[src/hw/rtl/fpr_pkg.sv]
package fpr_pkg;

	// Field widths of the result item
	localparam int RECORD_LENGTH_W = 40;
	localparam int LINE_NUMBER_W   = 32;

	// Default counter widths
	localparam int DEF_LENGTH_BITS = 40;
	localparam int DEF_LINE_BITS   = 32;

	// Characters
	localparam logic [7:0] SEPARATOR_CHAR = 8'h3E;
	localparam logic [7:0] NEWLINE_CHAR   = 8'h0A;
	localparam logic [7:0] SPACE_CHAR     = 8'h20;

	// Parse states
	localparam logic [2:0] ST_EXPECT   = 3'd0;
	localparam logic [2:0] ST_DESC     = 3'd1;
	localparam logic [2:0] ST_AFTER_NL = 3'd2;
	localparam logic [2:0] ST_SEQ      = 3'd3;
	localparam logic [2:0] ST_STOPPED  = 3'd4;

	// Input actions
	localparam logic ACT_DATA = 1'b0;
	localparam logic ACT_END  = 1'b1;

	// Result kinds
	localparam logic [2:0] KIND_NONE      = 3'd0;
	localparam logic [2:0] KIND_DESC_BYTE = 3'd1;
	localparam logic [2:0] KIND_DESC_DONE = 3'd2;
	localparam logic [2:0] KIND_SEQ_BYTE  = 3'd3;
	localparam logic [2:0] KIND_RECORD    = 3'd4;
	localparam logic [2:0] KIND_ERROR     = 3'd5;

	// Error codes
	localparam logic [2:0] ERR_NONE       = 3'd0;
	localparam logic [2:0] ERR_SEPARATOR  = 3'd1;
	localparam logic [2:0] ERR_EMPTY_SEQ  = 3'd2;
	localparam logic [2:0] ERR_EMPTY_FILE = 3'd3;
	localparam logic [2:0] ERR_UNFINISHED = 3'd4;

	typedef struct packed {
		logic       action;
		logic [7:0] data_byte;
	} in_item_t;

	typedef struct packed {
		logic [2:0]                 kind;
		logic [7:0]                 out_byte;
		logic [RECORD_LENGTH_W-1:0] record_length;
		logic [LINE_NUMBER_W-1:0]   line_number;
		logic [2:0]                 error_code;
	} out_item_t;

endpackage

[src/hw/rtl/fpr_if.sv]
interface fpr_in_if;
	import fpr_pkg::*;

	logic     valid;
	logic     ready;
	in_item_t payload;

	modport source(output valid, output payload, input ready);
	modport sink(input valid, input payload, output ready);
endinterface

interface fpr_out_if;
	import fpr_pkg::*;

	logic      valid;
	logic      ready;
	out_item_t payload;

	modport source(output valid, output payload, input ready);
	modport sink(input valid, input payload, output ready);
endinterface

[src/hw/rtl/fpr_step.sv]
module fpr_step #(
	parameter int LENGTH_BITS = fpr_pkg::DEF_LENGTH_BITS,
	parameter int LINE_BITS   = fpr_pkg::DEF_LINE_BITS
) (
	input  fpr_pkg::in_item_t       item,
	input  logic [2:0]              state,
	input  logic [LENGTH_BITS-1:0]  residue,
	input  logic [LINE_BITS-1:0]    line,
	output logic [2:0]              state_nxt,
	output logic [LENGTH_BITS-1:0]  residue_nxt,
	output logic [LINE_BITS-1:0]    line_nxt,
	output fpr_pkg::out_item_t      result
);
	import fpr_pkg::*;

	logic [LENGTH_BITS-1:0] residue_inc;
	logic [LINE_BITS-1:0]   line_inc;
	logic [LINE_BITS-1:0]   line_prev;
	logic                   residue_zero;
	logic                   is_nl;

	// Saturating counters
	assign residue_inc  = (residue == '1) ? residue : residue + LENGTH_BITS'(1);
	assign line_inc     = (line == '1) ? line : line + LINE_BITS'(1);
	assign line_prev    = (line == '0) ? '0 : line - LINE_BITS'(1);
	assign residue_zero = (residue == '0);
	assign is_nl        = (item.data_byte == NEWLINE_CHAR);

	always_comb begin
		state_nxt   = state;
		residue_nxt = residue;
		line_nxt    = line;
		result      = '0;

		if (item.action == ACT_END) begin
			unique case (state)
				ST_EXPECT: begin
					result.kind        = KIND_ERROR;
					result.line_number = LINE_NUMBER_W'(line);
					result.error_code  = ERR_EMPTY_FILE;
				end
				ST_DESC: begin
					result.kind        = KIND_ERROR;
					result.line_number = LINE_NUMBER_W'(line);
					result.error_code  = ERR_UNFINISHED;
				end
				ST_AFTER_NL, ST_SEQ: begin
					if (residue_zero) begin
						result.kind        = KIND_ERROR;
						result.line_number = LINE_NUMBER_W'(line_prev);
						result.error_code  = ERR_EMPTY_SEQ;
					end else begin
						result.kind          = KIND_RECORD;
						result.record_length = RECORD_LENGTH_W'(residue);
					end
				end
				default: begin
				end
			endcase
			// rewind to the start state
			state_nxt   = ST_EXPECT;
			residue_nxt = '0;
			line_nxt    = LINE_BITS'(1);
		end else begin
			unique case (state)
				ST_EXPECT: begin
					if (item.data_byte != SEPARATOR_CHAR) begin
						result.kind        = KIND_ERROR;
						result.line_number = LINE_NUMBER_W'(line);
						result.error_code  = ERR_SEPARATOR;
						state_nxt          = ST_STOPPED;
					end else begin
						state_nxt = ST_DESC;
					end
				end
				ST_DESC: begin
					if (is_nl) begin
						result.kind = KIND_DESC_DONE;
						residue_nxt = '0;
						line_nxt    = line_inc;
						state_nxt   = ST_AFTER_NL;
					end else begin
						result.kind     = KIND_DESC_BYTE;
						result.out_byte = item.data_byte;
					end
				end
				ST_AFTER_NL, ST_SEQ: begin
					if (state == ST_AFTER_NL && item.data_byte == SEPARATOR_CHAR) begin
						if (residue_zero) begin
							result.kind        = KIND_ERROR;
							result.line_number = LINE_NUMBER_W'(line_prev);
							result.error_code  = ERR_EMPTY_SEQ;
							state_nxt          = ST_STOPPED;
						end else begin
							result.kind          = KIND_RECORD;
							result.record_length = RECORD_LENGTH_W'(residue);
							state_nxt            = ST_DESC;
						end
					end else if (is_nl) begin
						line_nxt  = line_inc;
						state_nxt = ST_AFTER_NL;
					end else begin
						residue_nxt = residue_inc;
						if (item.data_byte != SPACE_CHAR) begin
							result.kind     = KIND_SEQ_BYTE;
							result.out_byte = item.data_byte;
						end
						state_nxt = ST_SEQ;
					end
				end
				default: begin
				end
			endcase
		end
	end

endmodule

[src/hw/rtl/fasta_record_parser.sv]
// The result item of an accepted input item is registered in the output register.
// Throughput: one item per cycle while the sink takes results; state and both counters update
// per accepted item; the output register takes a new item while the previous result drains.
// Reset (arst_n low, asynchronous): state returns to expecting '>', residue count to zero,
// line count to one, and the output register is emptied.
module fasta_record_parser #(
	parameter int LENGTH_BITS = fpr_pkg::DEF_LENGTH_BITS,
	parameter int LINE_BITS   = fpr_pkg::DEF_LINE_BITS
) (
	input logic       clk,
	input logic       arst_n,
	fpr_in_if.sink    din,
	fpr_out_if.source dout
);
	import fpr_pkg::*;

	// Parse state and counters
	logic [2:0]             state_q;
	logic [LENGTH_BITS-1:0] residue_q;
	logic [LINE_BITS-1:0]   line_q;

	// Next values from the step logic
	logic [2:0]             state_nxt;
	logic [LENGTH_BITS-1:0] residue_nxt;
	logic [LINE_BITS-1:0]   line_nxt;
	out_item_t              result;

	// Output register
	logic      out_valid_q;
	out_item_t out_item_q;

	logic accept;

	// Take a new item whenever the output register is empty or is being drained
	// in this same cycle, so back-to-back items flow without a bubble.
	assign din.ready = !out_valid_q || dout.ready;
	assign accept    = din.valid && din.ready;

	fpr_step #(
		.LENGTH_BITS(LENGTH_BITS),
		.LINE_BITS  (LINE_BITS)
	) u_step (
		.item       (din.payload),
		.state      (state_q),
		.residue    (residue_q),
		.line       (line_q),
		.state_nxt  (state_nxt),
		.residue_nxt(residue_nxt),
		.line_nxt   (line_nxt),
		.result     (result)
	);

	// Advance the parser state only on an accepted item.
	always_ff @(posedge clk or negedge arst_n) begin
		if (!arst_n) begin
			state_q   <= ST_EXPECT;
			residue_q <= '0;
			line_q    <= LINE_BITS'(1);
		end else if (accept) begin
			state_q   <= state_nxt;
			residue_q <= residue_nxt;
			line_q    <= line_nxt;
		end
	end

	// Every accepted item produces exactly one result item (kind none included).
	// Hold the result until the sink takes it.
	always_ff @(posedge clk or negedge arst_n) begin
		if (!arst_n) begin
			out_valid_q <= 1'b0;
		end else if (accept) begin
			out_valid_q <= 1'b1;
		end else if (dout.ready) begin
			out_valid_q <= 1'b0;
		end
	end

	// Payload register: no reset needed, qualified by out_valid_q.
	always_ff @(posedge clk) begin
		if (accept) begin
			out_item_q <= result;
		end
	end

	assign dout.valid   = out_valid_q;
	assign dout.payload = out_item_q;

endmodule

[src/flat_wrapper.sv]
// flat-port wrapper written by rule: the top's interface ports become plain ports
module fasta_record_parser_flat import fpr_pkg::*;
#(
	parameter int LENGTH_BITS = fpr_pkg::DEF_LENGTH_BITS,
	parameter int LINE_BITS   = fpr_pkg::DEF_LINE_BITS
)
  (clk, arst_n, din_valid, din_payload, din_ready, dout_valid, dout_payload, dout_ready);
  fpr_in_if din_i ();
  fpr_out_if dout_i ();
  input logic clk;
  input logic arst_n;
  input wire logic [$bits(din_i.valid)-1:0] din_valid;
  input wire logic [$bits(din_i.payload)-1:0] din_payload;
  output wire logic [$bits(din_i.ready)-1:0] din_ready;
  output wire logic [$bits(dout_i.valid)-1:0] dout_valid;
  output wire logic [$bits(dout_i.payload)-1:0] dout_payload;
  input wire logic [$bits(dout_i.ready)-1:0] dout_ready;
  assign din_i.valid = din_valid;
  assign din_i.payload = din_payload;
  assign din_ready = din_i.ready;
  assign dout_valid = dout_i.valid;
  assign dout_payload = dout_i.payload;
  assign dout_i.ready = dout_ready;
  fasta_record_parser #(.LENGTH_BITS(LENGTH_BITS), .LINE_BITS(LINE_BITS)) u_core (.clk(clk), .arst_n(arst_n), .din(din_i), .dout(dout_i));
endmodule
[config.mk]
export PLATFORM = sky130hd
export DESIGN_NAME = fasta_record_parser_flat
export DESIGN_NICKNAME = d
export VERILOG_FILES = /design/src/hw/rtl/fpr_pkg.sv /design/src/hw/rtl/fpr_if.sv /design/src/hw/rtl/fpr_step.sv /design/src/hw/rtl/fasta_record_parser.sv /design/src/flat_wrapper.sv
export SDC_FILE = /design/constraint.sdc
export NUM_CORES = 1
export LEC_CHECK = 0
export BUFFER_PORTS_ARGS = -buffer_cell sky130_fd_sc_hd__buf_2
export CORE_MARGIN = 2
export CORE_UTILIZATION = 40
export CTS_BUF_LIST = sky130_fd_sc_hd__clkbuf_8
export DETAILED_ROUTE_END_ITERATION = 10
export GPL_ROUTABILITY_DRIVEN = 0
export GPL_TIMING_DRIVEN = 1
export SLEW_MARGIN = 30
export SYNTH_ARGS = -nofsm -noshare
export SYNTH_HDL_FRONTEND = slang
export SYNTH_SLANG_ARGS = --single-unit
[constraint.sdc]
create_clock -name clk -period 3.3 [get_ports clk]
set_input_delay 0.66 -clock clk [delete_from_list [all_inputs] [get_ports clk]]
set_output_delay 0.66 -clock clk [all_outputs]
set_load 0.005 [all_outputs]
==> reports/results.tsv <==
stage	metric	value	unit
drt	total number of vias	6913	
worst_setup_path	CP Cell Sequence	or3_1 -> nor4_1 -> nand4_1 -> nand3_1 -> buf_4 -> nor2_1 -> a221o_1	
worst_setup_path	worst-path maximum fanout	31	
cells_and_area	Area Growth Syn to Fin	13.98	%
worst_setup_path	CP max-delay cell	dfrtp_1	
global_routing	Total GRT Usage	19.29	%
drt	wire length per cell	16.98	um
sta	Fin Setup TNS	0	ps
drt	drt first pass iters	5	
clocking	worst-skew pair later-pin latency	460	ps
clocking	maximum root-to-sink buffer count	2	
clocking	CTS Hold Bufs	0	
clocking	post-CTS sizing	0	
power_and_ir_drop	clock network power share	35.6	%
hold_path	Hold Crit Class	in -> async	
drt	Antenna Nets Post-Route	0	
sta	RSZ-0062 raised after global routing	false	
yosys	number of synthesized flops with an enable pin	86	
clocking	CTS Buf Count	17	
yosys	Seq/Total Area, Yosys	52.06	%
yosys	largest cells by area after synthesis	edfxtp_1 30%, dfrtp_1 22%, and2_1 3.6%	
sta	Final Hold Fails	0	
flow_run	max_cap viols	0	
global_routing	initial antenna violation count	0	
power_and_ir_drop	combinational power share	11.6	%
sta	Final Max Slew Viols	0	
global_routing	met3 usage	3.758	%
sta	count of final setup violators	0	
cells_and_area	number of diodes	0	
global_routing	global route overflow	0	
sta	Slew @ Worst Pin	847.4	ps
worst_setup_path	worst setup path class	reg -> reg	
floorplanning	die area	0.02273	mm^2
sta	fin crit period	2796	ps
power_and_ir_drop	NetSw	0.001177	W
power_and_ir_drop	Pwr Density	432.1	mW/mm^2
drt	First DRT Iteration DRCs	510	
floorplanning	IO Pins	101	
global_routing	busiest layer in global routing	met1	
placed_design	dpl hpwl	13.93	mm
global_routing	vias in the first global route	6481	
sta	period utilisation layout	84.72	%
worst_setup_path	critical path data required time	3510	ps
worst_setup_path	WP data arrival	3010	ps
yosys	Synthesized Nets	874	
worst_setup_path	CP max stage delay	520	ps
worst_setup_path	crit end category	flop	
yosys	Synth Register Bits	162	
power_and_ir_drop	LEAKAGE	4.021	nW
yosys	Ys Warns	0	
floorplanning	Die Ht	150.8	um
placed_design	Port Buffers	100	
yosys	Mapped Area	0.008616	mm^2
floorplanning	row count	53	
clocking	# clock sinks	162	
clocking	# H-tree levels	4	
floorplanning	chip width	150.8	um
yosys	Synth area leader	edfxtp_1	
yosys	asr flop ratio synth	46.91	%
clocking	Post-CTS Setup Bufs	0	
global_routing	met1 GRT Util	28.94	%
yosys	synthesized instance count	856	
yosys	post-synth cell types	73	
sta	relative slew slack	43.26	%
global_routing	GRT met2 Usage	28.61	%
clocking	Root Buffer	clkbuf_8	
sta	Layout Skew	15.18	ps
worst_setup_path	Startpoint Class	flop	
global_routing	pin count of the biggest net entering global routing	77	
sta	maximum clock rate	0.3577	GHz
floorplanning	area of the core	0.02109	mm^2
yosys	area fraction of the dominant cell type after synthesis	29.97	%
power_and_ir_drop	Sequential Power Share	52.8	%
cells_and_area	layout cells sized above 1	19.23	%
cells_and_area	final net count	967	
drt	Vias/cell	5.589	
power_and_ir_drop	Worst VDD drop	0.0002276	V
power_and_ir_drop	cell internal pwr	0.003067	W
yosys	Mean Syn Cell Area	10.07	um^2
run_status	status	completed	
yosys	ys flop type	edfxtp_1	
global_routing	first-pass GRT wire length	34.42	mm
clocking	CTS tree	built	
drt	DRC violations left	0	
floorplanning	initial core utilization	40.86	%
clocking	register clock-pin slew on the reported worst setup and hold paths	90	ps
power_and_ir_drop	Switching Fraction	27.72	%
cells_and_area	final core utilization	46.57	%
drt	wirelength, routed	21.00	mm
placed cells by master (no fill, tap or decap), drive strengths merged, types with 28 or more instances in the layout:
master    n
nand3    43
o21ai    56
inv      35
xor2     28
and2     50
a21oi    53
dfrtp    75
or3      37
nand4    35
nor2     74
buf     127
edfxtp   86
nand2    55
kinds of logic (layout without fill, tap and decap cells):
group,Yosys count,after routing,share of synthesized area (%)
compound gates,160,160,11.47
xor+xnor,44,44,4.473
fa+ha+maj,5,5,0.7261
buf+inv,82,188,4.458
flops,162,162,52.06
mux,4,4,0.4647
simple gates,399,399,26.34
layer usage:
metal | vias up | wire length, um
li1 | 3322 | -
met1 | 3355 | 10190
met2 | 216 | 9235
met3 | 20 | 1319
met4 | 0 | 252
met5 | - | 0
worst max-delay path: cells and delay by family, from the launching register on:
family,cells,cell delay (ps)
AND/OR/NAND/NOR,5,1440
AO/OA/AOI/OAI,1,280
buffers and inverters,1,300
flip-flops,1,520
final cells by class:
type	count	area, um^2
Clock buffer	17	234.0
Clock inverter	15	171.4
Fill cell	2019	11270
Inverter	29	112.6
Multi-Input combinational cell	612	3751
Sequential cell	162	4486
Tap cell	275	344.1
Timing Repair Buffer	127	721.9
registers in the layout, summed over array words and instances, names as in the netlist:
register / flops
u_core.line_q: 32
u_core.state_q: 3
u_core.dout.payload: 86
u_core.residue_q: 40
u_core.dout.valid: 1
power groups by stage:
stage                     Sequential (W)  Clock, W  Combinational (W)
after floorplan                  0.00228         0           0.000291
after global placement           0.00229         0           0.000486
after detailed placement         0.00229         0           0.000492
after CTS                        0.00224   0.00155           0.000495
after global routing             0.00225   0.00165           0.000550
final                            0.00224   0.00151           0.000492
path summary, 6_finish.rpt:
| kind | start | endpoint | cells after the start | slack [ps] |
|---|---|---|---|---|
| min | arst_n | u_core.line_q[9] | 1 | 210 |
| min reg2reg | u_core.dout.valid | u_core.dout.valid | 2 | 560 |
| max | u_core.line_q[25] | u_core.dout.payload[22] | 7 | 500 |
| min in group clk | din_valid | u_core.dout.valid | 2 | 430 |
| max in group asynchronous | arst_n | u_core.line_q[13] | 1 | 2550 |
| max reg2reg | u_core.line_q[25] | u_core.dout.payload[22] | 7 | 500 |
stage by stage:
stage / worst slack, ps / instance area (um^2) / power, W / instances / hold slack [ps]
floorplan: 6.396 / 8622 / 0.002572 / 856 / 364.4
global placement: 422.1 / 9412 / 0.002773 / 1205 / 528.2
global route: 213.9 / 9821 / 0.004450 / 1237 / 284.1
finish: 504.1 / 9821 / 0.004244 / 1237 / 212.1
CTS: 537.9 / 9821 / 0.004292 / 1237 / 258.9
detailed placement: 383.9 / 9415 / 0.002778 / 1205 / 551.2
Yosys cell counts, types with 9 or more instances:
cell type  instances
clkbuf_1          20
nand4_1           34
nor3_1            15
dfrtp_1           75
or4_1              9
xor2_1            28
inv_1             29
xnor2_1           16
nor4_1            23
or3_1             34
o21ai_0           54
and3_1            21
o31ai_1           10
edfxtp_1          86
and2_1            50
nand3_1           42
nor2_1            73
buf_2             23
a21oi_1           53
nand2_1           54
No activity file was read; power rests on OpenSTA's default activity.
